==> src/design/uigf_pkg.sv <==
// ----------------------------------------------------------------------------
// uigf_pkg
// Shared types, constants and a helper for the UART idle-gap framer and
// transmit sequencer.
// ----------------------------------------------------------------------------
package uigf_pkg;

  localparam int unsigned TIME_W   = 32;
  localparam int unsigned LEN_W    = 9;
  localparam int unsigned CFG_W    = 16;
  localparam int unsigned CFG_IDX_W = 1;

  localparam logic [CFG_W-1:0] RX_BUFFER_BYTES = 16'd256;
  localparam logic [CFG_W-1:0] TX_BUFFER_BYTES = 16'd256;
  localparam logic [CFG_W-1:0] RX_GAP_RESET    = 16'd100;
  localparam logic [CFG_W-1:0] TX_GUARD_RESET  = 16'd100;

  localparam logic [CFG_IDX_W-1:0] REG_RX_GAP   = 1'b0;
  localparam logic [CFG_IDX_W-1:0] REG_TX_GUARD = 1'b1;

  localparam int unsigned IN_TDATA_W  = 56;
  localparam int unsigned OUT_TDATA_W = 24;

  typedef enum logic [2:0] {
    TX_IDLE  = 3'b001,
    TX_BUSY  = 3'b010,
    TX_GUARD = 3'b100
  } tx_state_t;

  typedef enum logic [2:0] {
    RX_ARM   = 3'b001,
    RX_WAIT  = 3'b010,
    RX_FRAME = 3'b100
  } rx_state_t;

  typedef struct packed {
    logic             start;
    logic [LEN_W-1:0] start_len;
    logic             pending;
  } tx_res_t;

  typedef struct packed {
    logic             arm;
    logic             ready;
    logic [LEN_W-1:0] length;
  } rx_res_t;

  function automatic logic [LEN_W-1:0] clamp_len(input logic [LEN_W-1:0] v,
                                                 input logic [CFG_W-1:0] limit);
    logic [LEN_W-1:0] res;
    res = v;
    if ({{(CFG_W-LEN_W){1'b0}}, v} > limit) res = limit[LEN_W-1:0];
    return res;
  endfunction

endpackage

==> src/design/uart_idle_gap_framer_tx_sequencer.sv <==
// ----------------------------------------------------------------------------
// uart_idle_gap_framer_tx_sequencer
// Each input word is one status poll; each poll yields one result word. A poll
// is registered on entry, runs once through the transmit and receive state
// machines and lands in the output register, so one word per cycle is
// sustained while the output is not stalled; the input register can take the
// next poll while a result still waits downstream.
// ----------------------------------------------------------------------------
module uart_idle_gap_framer_tx_sequencer
  import uigf_pkg::*;
(
  input  logic                   clk,
  input  logic                   rst_n,
  input  logic                   in_tvalid,
  output logic                   in_tready,
  // now_us[31:0], rx_count[40:32], rx_channel_enabled[41], tx_request[42],
  // tx_length[51:43], tx_transfer_done[52], rx_release[53], zero fill
  input  logic [IN_TDATA_W-1:0]  in_tdata,
  output logic                   out_tvalid,
  input  logic                   out_tready,
  // tx_start[0], tx_start_length[9:1], tx_pending[10], rx_arm[11],
  // frame_ready[12], frame_length[21:13], zero fill
  output logic [OUT_TDATA_W-1:0] out_tdata,
  input  logic                   cfg_we,
  input  logic [CFG_IDX_W-1:0]   cfg_index,
  input  logic [CFG_W-1:0]       cfg_wdata
);

  logic                   in_vld_r;
  logic [IN_TDATA_W-1:0]  in_data_r;
  logic                   out_vld_r;
  logic [OUT_TDATA_W-1:0] out_data_r;
  logic [CFG_W-1:0]       rx_gap_r;
  logic [CFG_W-1:0]       tx_guard_r;
  logic                   step;
  tx_res_t                tx_res;
  rx_res_t                rx_res;
  logic [LEN_W-1:0]       rx_count_c;
  logic [LEN_W-1:0]       tx_length_c;

  assign step      = in_vld_r && (!out_vld_r || out_tready);
  assign in_tready = !in_vld_r || step;

  assign rx_count_c  = clamp_len(in_data_r[40:32], RX_BUFFER_BYTES);
  assign tx_length_c = clamp_len(in_data_r[51:43], TX_BUFFER_BYTES);

  always_ff @(posedge clk) begin
    if (!rst_n) begin
      rx_gap_r   <= RX_GAP_RESET;
      tx_guard_r <= TX_GUARD_RESET;
    end else if (cfg_we) begin
      unique case (cfg_index)
        REG_RX_GAP:   rx_gap_r   <= cfg_wdata;
        REG_TX_GUARD: tx_guard_r <= cfg_wdata;
        default: ;
      endcase
    end
  end

  always_ff @(posedge clk) begin
    if (!rst_n) begin
      in_vld_r <= 1'b0;
    end else if (in_tvalid && in_tready) begin
      in_vld_r <= 1'b1;
    end else if (step) begin
      in_vld_r <= 1'b0;
    end
  end

  always_ff @(posedge clk) begin
    if (in_tvalid && in_tready) in_data_r <= in_tdata;
  end

  uigf_tx_fsm u_tx (
    .clk              (clk),
    .rst_n            (rst_n),
    .step             (step),
    .now_us           (in_data_r[31:0]),
    .tx_request       (in_data_r[42]),
    .tx_length        (tx_length_c),
    .tx_transfer_done (in_data_r[52]),
    .tx_guard_us      (tx_guard_r),
    .res              (tx_res)
  );

  uigf_rx_fsm u_rx (
    .clk                (clk),
    .rst_n              (rst_n),
    .step               (step),
    .now_us             (in_data_r[31:0]),
    .rx_count           (rx_count_c),
    .rx_channel_enabled (in_data_r[41]),
    .rx_release         (in_data_r[53]),
    .rx_gap_us          (rx_gap_r),
    .res                (rx_res)
  );

  always_ff @(posedge clk) begin
    if (!rst_n) begin
      out_vld_r <= 1'b0;
    end else if (step) begin
      out_vld_r <= 1'b1;
    end else if (out_tready) begin
      out_vld_r <= 1'b0;
    end
  end

  always_ff @(posedge clk) begin
    if (step) begin
      out_data_r <= {2'b00, rx_res.length, rx_res.ready, rx_res.arm,
                     tx_res.pending, tx_res.start_len, tx_res.start};
    end
  end

  assign out_tvalid = out_vld_r;
  assign out_tdata  = out_data_r;

endmodule

==> src/design/uigf_tx_fsm.sv <==
// ----------------------------------------------------------------------------
// uigf_tx_fsm
// Transmit sequencer: latch requests, drop empty ones, pulse start, wait for
// completion, then hold off for the guard time.
// ----------------------------------------------------------------------------
module uigf_tx_fsm
  import uigf_pkg::*;
(
  input  logic              clk,
  input  logic              rst_n,
  input  logic              step,
  input  logic [TIME_W-1:0] now_us,
  input  logic              tx_request,
  input  logic [LEN_W-1:0]  tx_length,
  input  logic              tx_transfer_done,
  input  logic [CFG_W-1:0]  tx_guard_us,
  output tx_res_t           res
);

  tx_state_t         state_r, state_nxt;
  logic              lat_r, lat_nxt;
  logic [LEN_W-1:0]  len_r, len_nxt;
  logic [TIME_W-1:0] mark_r, mark_nxt;
  logic [TIME_W-1:0] elapsed;

  assign elapsed = now_us - mark_r;

  always_comb begin
    state_nxt     = state_r;
    lat_nxt       = tx_request ? 1'b1 : lat_r;
    len_nxt       = tx_request ? tx_length : len_r;
    mark_nxt      = mark_r;
    res.start     = 1'b0;
    res.start_len = '0;
    unique case (state_r)
      TX_IDLE: begin
        if (lat_nxt) begin
          if (len_nxt == '0) begin
            lat_nxt = 1'b0;
          end else begin
            res.start     = 1'b1;
            res.start_len = len_nxt;
            state_nxt     = TX_BUSY;
          end
        end
      end
      TX_BUSY: begin
        if (tx_transfer_done) begin
          lat_nxt   = 1'b0;
          mark_nxt  = now_us;
          state_nxt = TX_GUARD;
        end
      end
      TX_GUARD: begin
        if (elapsed > {{(TIME_W-CFG_W){1'b0}}, tx_guard_us}) state_nxt = TX_IDLE;
      end
      default: state_nxt = TX_IDLE;
    endcase
    res.pending = lat_nxt;
  end

  always_ff @(posedge clk) begin
    if (!rst_n) begin
      state_r <= TX_IDLE;
      lat_r   <= 1'b0;
      len_r   <= '0;
      mark_r  <= '0;
    end else if (step) begin
      state_r <= state_nxt;
      lat_r   <= lat_nxt;
      len_r   <= len_nxt;
      mark_r  <= mark_nxt;
    end
  end

endmodule

==> src/design/uigf_rx_fsm.sv <==
// ----------------------------------------------------------------------------
// uigf_rx_fsm
// Receive framer: arm reception, time the silence after the last byte count
// change and latch the frame length once the gap is exceeded.
// ----------------------------------------------------------------------------
module uigf_rx_fsm
  import uigf_pkg::*;
(
  input  logic              clk,
  input  logic              rst_n,
  input  logic              step,
  input  logic [TIME_W-1:0] now_us,
  input  logic [LEN_W-1:0]  rx_count,
  input  logic              rx_channel_enabled,
  input  logic              rx_release,
  input  logic [CFG_W-1:0]  rx_gap_us,
  output rx_res_t           res
);

  rx_state_t         state_r, state_nxt;
  logic              ready_r, ready_nxt;
  logic [LEN_W-1:0]  last_r, last_nxt;
  logic [LEN_W-1:0]  flen_r, flen_nxt;
  logic [TIME_W-1:0] mark_r, mark_nxt;
  logic [TIME_W-1:0] elapsed;

  assign elapsed = now_us - mark_r;

  always_comb begin
    state_nxt = state_r;
    ready_nxt = rx_release ? 1'b0 : ready_r;
    last_nxt  = last_r;
    flen_nxt  = flen_r;
    mark_nxt  = mark_r;
    res.arm   = 1'b0;
    unique case (state_r)
      RX_ARM: begin
        if (!ready_nxt) begin
          res.arm   = 1'b1;
          state_nxt = RX_WAIT;
        end
      end
      RX_WAIT: begin
        if (rx_count != '0) begin
          last_nxt  = rx_count;
          mark_nxt  = now_us;
          state_nxt = RX_FRAME;
        end else if (!rx_channel_enabled) begin
          ready_nxt = 1'b0;
          state_nxt = RX_ARM;
        end
      end
      RX_FRAME: begin
        if (rx_count != last_r) begin
          mark_nxt = now_us;
          last_nxt = rx_count;
        end else if (elapsed > {{(TIME_W-CFG_W){1'b0}}, rx_gap_us}) begin
          flen_nxt  = last_r;
          ready_nxt = 1'b1;
          state_nxt = RX_ARM;
        end
      end
      default: state_nxt = RX_ARM;
    endcase
    res.ready  = ready_nxt;
    res.length = flen_nxt;
  end

  always_ff @(posedge clk) begin
    if (!rst_n) begin
      state_r <= RX_ARM;
      ready_r <= 1'b0;
      last_r  <= '0;
      flen_r  <= '0;
      mark_r  <= '0;
    end else if (step) begin
      state_r <= state_nxt;
      ready_r <= ready_nxt;
      last_r  <= last_nxt;
      flen_r  <= flen_nxt;
      mark_r  <= mark_nxt;
    end
  end

endmodule

==> config.mk <==
export PLATFORM = sky130hd
export DESIGN_NAME = uart_idle_gap_framer_tx_sequencer
export DESIGN_NICKNAME = d
export VERILOG_FILES = /design/src/design/uigf_pkg.sv /design/src/design/uart_idle_gap_framer_tx_sequencer.sv /design/src/design/uigf_tx_fsm.sv /design/src/design/uigf_rx_fsm.sv
export SDC_FILE = /design/constraint.sdc
export NUM_CORES = 1
export LEC_CHECK = 0
export ABC_AREA = 1
export BUFFER_PORTS_ARGS = -buffer_cell sky130_fd_sc_hd__buf_2
export CELL_PAD_IN_SITES_DETAIL_PLACEMENT = 1
export CELL_PAD_IN_SITES_GLOBAL_PLACEMENT = 2
export CORE_UTILIZATION = 37
export DETAILED_ROUTE_END_ITERATION = 10
export HOLD_SLACK_MARGIN = 0.15
export PLACE_DENSITY = 0.92
export SLEW_MARGIN = 20
export SYNTH_ARGS = -nofsm -noshare
export SYNTH_HDL_FRONTEND = slang
export SYNTH_SLANG_ARGS = --single-unit
==> constraint.sdc <==
create_clock -name clk -period 4.76 [get_ports clk]
set_input_delay 0.714 -clock clk [delete_from_list [all_inputs] [get_ports clk]]
set_output_delay 0.714 -clock clk [all_outputs]
set_load 0.02 [all_outputs]
# After elaboration in Yosys (flattened, before gate mapping)
# Index checks and enable logic that the tools add are counted.
# classes
addsub,2
multipliers,0
div,0
magnitude_cmp,4
n_eq_ne,17
shifts,0
muxes,40
bitwise_logic,3
reduce_logical,19
# ops
operator,count
$mux W9,8
$gt A32 B16 Y1,2
$mux W32,2
$pmux W32 S2,1
$sub A32 B32 Y32,2
$mux W3,9
$gt A9 B9 Y1 const B,2
$pmux W3 S3,2
$pmux W9 S2,1
$mux W1,14
$mux W10,1
$ne A2 B1 Y1 const B,5
$reduce_and A5 Y1,2
$logic_not A9 Y1,1
$ne A9 B9 Y1,1
$reduce_bool A9 Y1,1
$ne A2 B2 Y1 const B,4
$eq A3 B1 Y1 const B,2
$eq A3 B2 Y1 const B,2
$eq A3 B3 Y1 const B,2
$reduce_and A2 Y1,3
$reduce_bool A2 Y1,3
$pmux W1 S2,2
$reduce_and A4 Y1,1
7 further kinds,12
# word_totals
ff_bits,209
latch_bits,0
ramBits,0
romBits,0
inputBits,78
output_inout_bits,26
word_cells,103
mem_count,0

# Longest topological paths before layout
# logic_depth
word_depth,7
ltp_mapped,28
ltp_nobuf,28

# Cells and area by module
# From an unflattened synthesis, not the netlist that was laid out.
# unflattened
cells_unflattened,2087
area_unflattened_um2,13970.9
# by_module_without_submodules
module,instances,cells_each,area_per_inst_um2,seq_area_each_um2
uigf_rx_fsm,1,929,5285.1,1081.0
uigf_tx_fsm,1,875,4919.7,900.9
uart_idle_gap_framer_tx_sequencer,1,283,3766.1,2962.8

# Least setup slack after synthesis
# Ideal clock, no wire load.
# synth_path
path_type,register to register
start,reg in_data_r[0]
end,reg u_tx.state_r[2]
setup_time_ns,0.113
t_arrival_ns,2.992
required_time_ns,4.647
path_slack_ns,1.655
stages_incl_launch_ff,28
n_path_buf,0
period_less_slack_ns,3.105
cell_sequence,edfxtp_1 > inv_1 > ha_1 > inv_1 > fa_1 > nand3_1 > nand2_1 > nand2_1 > nand2_1 > nand2_1 > nand2_1 > xor2_1 > ha_1 > nand2_1 > inv_1 > nand3_1 > nor3_1 > nand2_1 > nand2_1 > nand3_1 > nor2_1 > nand2_1 > nor2_1 > nand3_1 > nand2_1 > nand2_1 > nand2_1 > nor2_1
# synth_via
elab_chain_len,4
# synth_rtl
item,line,rtl
"start, declared",uart_idle_gap_framer_tx_sequencer.sv:30,logic [IN_TDATA_W-1:0] in_data_r;
"start signal, assigned",uart_idle_gap_framer_tx_sequencer.sv:71,if (in_tvalid && in_tready) in_data_r <= in_tdata;
$sub A32 B32 Y32,uigf_tx_fsm.sv:26,assign elapsed = now_us - mark_r;
$gt A32 B16 Y1,uigf_tx_fsm.sv:55,"if (elapsed > {{(TIME_W-CFG_W){1'b0}}, tx_guard_us}) state_nxt = TX_IDLE;"
$ne A2 B1 Y1 (no source line),--,
$reduce_and A5 Y1 (no source line),--,
"end signal, assigned",uigf_tx_fsm.sv:69,state_r <= state_nxt;
"end, declared",uigf_tx_fsm.sv:20,"tx_state_t state_r, state_nxt;"
# No other way between the ends.
# A chain may end at the register's enable or synchronous reset.

# Worst setup path in the final report
# layout_path
start,reg in_data_r[8]
end,reg u_rx.state_r[1]
# layout_via
elab_chain_len,4
# layout_rtl
item,line,rtl
$sub A32 B32 Y32,uigf_rx_fsm.sv:27,assign elapsed = now_us - mark_r;
$gt A32 B16 Y1,uigf_rx_fsm.sv:57,"end else if (elapsed > {{(TIME_W-CFG_W){1'b0}}, rx_gap_us}) begin"
$ne A2 B1 Y1 (no source line),--,
$reduce_and A5 Y1 (no source line),--,
"end signal, assigned",uigf_rx_fsm.sv:77,state_r <= state_nxt;
"end, declared",uigf_rx_fsm.sv:20,"rx_state_t state_r, state_nxt;"
# No other way between the ends.

==> results.json <==
{
  "clkLatencyLatePin_ps": 550,
  "vias_per_cell": 4.965,
  "crit_arrival_ps": 4550,
  "dieArea_um2": 36410,
  "crit_required_ps": 5200,
  "rsz0062_at_grt": "false",
  "cts_resized": 0,
  "synthCells": 1893,
  "syn_avg_cell_area_um2": 6.968,
  "finalCritPeriodShare_pct": 86.35,
  "synthesis.area_um2": 13190,
  "clkTransAtPathRegs_ps": 60,
  "whs_ps": 331.6,
  "crit_family": "simple AND/OR/NAND/NOR gates",
  "tritoncts": "built",
  "clockBufferDepth": 3,
  "finalMaxSlewViolations": 0,
  "cpPeakStageDelay_ps": 500,
  "fmax_ghz": 0.2433,
  "tightest_slew_ps": 938.3,
  "sequentialPowerShare_pct": 41.0,
  "seq_area_frac_synth_pct": 37.49,
  "gp_congestion": 0.8876,
  "min_period_ps": 4110,
  "powerDensity_nw_per_um2": 325.6,
  "totalWireLength_um": 40050,
  "post_cts_buffers": 0,
  "core_um2": 34800,
  "drtIter0Drc": 526,
  "num_antenna_cells": 0,
  "cts_made_buffers": 26,
  "worstSetupEndpointType": "register",
  "vias": 12215,
  "die_height_um": 190.8,
  "grt_pass1_wl_um": 64110,
  "overflow": 0,
  "num_io_pins": 104,
  "tns_ps": 0,
  "cp_common_cell": "nand2_1",
  "grt_pass1_vias": 12259,
  "path_class": "register to register",
  "ir_worst_vdd_mv": 0.2873,
  "slowest_stage": "edfxtp_1",
  "hold_class": "input port to register",
  "rows": 68,
  "max_slew_margin_pct": 37.36,
  "hpwl_um": 31720,
  "setup_violations": 0,
  "avgRoutedWirePerCell_um": 16.28,
  "p_sw_mw": 1.418,
  "skew_ps": 28.88,
  "dr.pass1.iters": 6,
  "drc_errors": 0,
  "layout.nets": 2159,
  "antenna_found_initial": 0,
  "n_fill_cell": 4498,
  "drive_above_1_share_pct": 9.277,
  "startpoint_type": "register",
  "areaGrowthSynthToFinish_pct": 13.56,
  "internal_power_mw": 3.459,
  "crit_fanout": 11,
  "p_comb_share_pct": 17.3,
  "finalHoldViolations": 0,
  "maxCapViolCount": 0,
  "path_cells": "ha_1, nand2_1, inv_1, nand2_1, nand2_1, inv_1, nand3_1, xor2_1, ha_1, nand4_1, nor3_1, nand3_1, nand2_1, nand3_1, nor2_1, nand2_1, nor2_1, nand2_1, nand2_1, nand2_1, a21oi_1, nor2_1",
  "clockPowerShare_pct": 41.8,
  "grt_max_degree": 70,
  "place_area_um2": 14090,
  "synth_warnings": 0,
  "postCtsHoldBufs": 0,
  "p_leak_nw": 7.155,
  "grt_usage_pct": 22.17,
  "swShare_pct": 29.07,
  "io_buffers": 99,
  "cts_root_buf": "clkbuf_16",
  "cts_num_sinks": 209,
  "ant_nets": 0,
  "synth_cell_types": 43,
  "die_w_um": 190.8,
  "ys_seq_elements": 209,
  "finish.instance_area_um2": 14980,
  "htree_levels": 1,
  "start_util_pct": 37.90,
  "outcome": "finished, final reports clean",
  "cp.buffers_inverters": 2
}
## sequential cells by signal, indices dropped and copies added, names as in the netlist
name          flops
in_data_r        54
u_rx.mark_r      32
u_tx.mark_r      32
out_tdata        22
rx_gap_r         16
tx_guard_r       16
u_rx.flen_r       9
u_rx.last_r       9
u_tx.len_r        9
u_rx.state_r      3
u_tx.state_r      3
in_vld_r          1
out_tvalid        1
u_rx.ready_r      1
u_tx.lat_r        1
## path summary, 6_finish.rpt
kind / slack, ps / to / start / depth (start not counted)
max: 650 / u_rx.state_r[1] / in_data_r[8] / 22
min reg2reg: 460 / u_rx.mark_r[24] / u_rx.mark_r[24] / 2
max reg2reg: 650 / u_rx.state_r[1] / in_data_r[8] / 22
min: 330 / in_data_r[49] / in_tdata[49] / 1
## cell usage after synthesis (all sizes together)
cell	instances	area share (%)
a21oi	181	6.9
nand2	485	14
nor2	183	5.3
fa	2	0.30
nor3	25	1.1
nand4	15	0.71
and2	3	0.14
inv	352	10
clkbuf	26	0.74
or2	1	0.047
clkinv	1	0.028
a21o	1	0.057
nand3b	6	0.34
xnor2	5	0.33
conb	1	0.028
dfxtp	133	20
a211oi	1	0.057
a31oi	1	0.047
a31o	4	0.27
o211ai	8	0.46
ha	94	8.9
o21bai	2	0.11
and3	1	0.047
o21ai	141	5.4
o22ai	3	0.14
nand3	94	3.6
buf	15	0.88
nor4	1	0.047
edfxtp	76	17
xor2	32	2.1
## worst reg2reg max path: cells and delay by family, from the launching register on
family          cells  cell delay [ps]
xor+xnor            1              220
flops               1              500
compound gates      1              180
fa+ha+maj           2              730
buf+inv             2              130
simple gates       16             2270
## cell usage in the layout, fill, tap and decap left out, drive strengths merged, types with 4 or more instances in the layout
master / Yosys / final
dfxtp: 133 / 133
nor3: 25 / 25
nand4: 15 / 15
a31o: 4 / 4
o21ai: 141 / 141
nand2: 485 / 485
xnor2: 5 / 5
buf: 15 / 104
nand3: 94 / 94
nand3b: 6 / 6
nor2: 183 / 183
o211ai: 8 / 8
edfxtp: 76 / 76
a21oi: 181 / 181
clkinv: 1 / 12
inv: 352 / 352
ha: 94 / 94
xor2: 32 / 32
clkbuf: 26 / 32
## power groups by stage
| stage | Sequential, mW | Clock [mW] | Combinational [mW] |
|---|---|---|---|
| after floorplan | 2.03 | 0 | 0.573 |
| after global placement | 2.03 | 0 | 0.802 |
| after detailed placement | 2.04 | 0 | 0.837 |
| after CTS | 2.00 | 2.08 | 0.846 |
| after global routing | 2.01 | 2.15 | 0.959 |
| final | 2.00 | 2.04 | 0.842 |
## cell type report
type / count / area (um^2) / area share (%)
Multi-Input combinational cell: 1291 / 6715 / 44.83
Sequential cell: 209 / 4945 / 33.01
Inverter: 353 / 1325 / 8.846
Clock buffer: 32 / 714.4 / 4.770
Tap cell: 455 / 569.3 / 3.801
Timing Repair Buffer: 104 / 533.0 / 3.559
Clock inverter: 16 / 176.4 / 1.178
## kinds of logic (layout without fill, tap and decap cells)
family | Yosys count | after routing | share of synthesized area (%)
other | 1 | 2 | 0.02843
XOR/XNOR | 37 | 37 | 2.457
buffers and inverters | 394 | 505 | 11.67
AO/OA/AOI/OAI | 342 | 342 | 13.38
flip-flops | 209 | 209 | 37.49
adder cells (fa/ha/maj) | 96 | 96 | 9.220
AND/OR/NAND/NOR | 814 | 814 | 25.75
## stage by stage
step | total power, mW | setup WS, ps | std cells | util (%)
CTS | 4.929 | 679.8 | 2460 | 43.04
global route | 5.112 | 206.1 | 2460 | 43.04
detailed placement | 2.874 | 681.7 | 2412 | 40.48
floorplan | 2.598 | 1655 | 1894 | -
finish | 4.877 | 649.8 | 2460 | 43.04
global placement | 2.836 | 824.4 | 2412 | 40.48
## metal layers
metal | up-vias | wire length (um) | track usage, %
met4 | 0 | 742 | 4.708
met1 | 5777 | 19160 | 29.52
met2 | 180 | 18950 | 38.38
met5 | - | 0 | 0
li1 | 6213 | - | -
met3 | 45 | 1187 | 2.392
No activity file was read; power rests on OpenSTA's default activity.
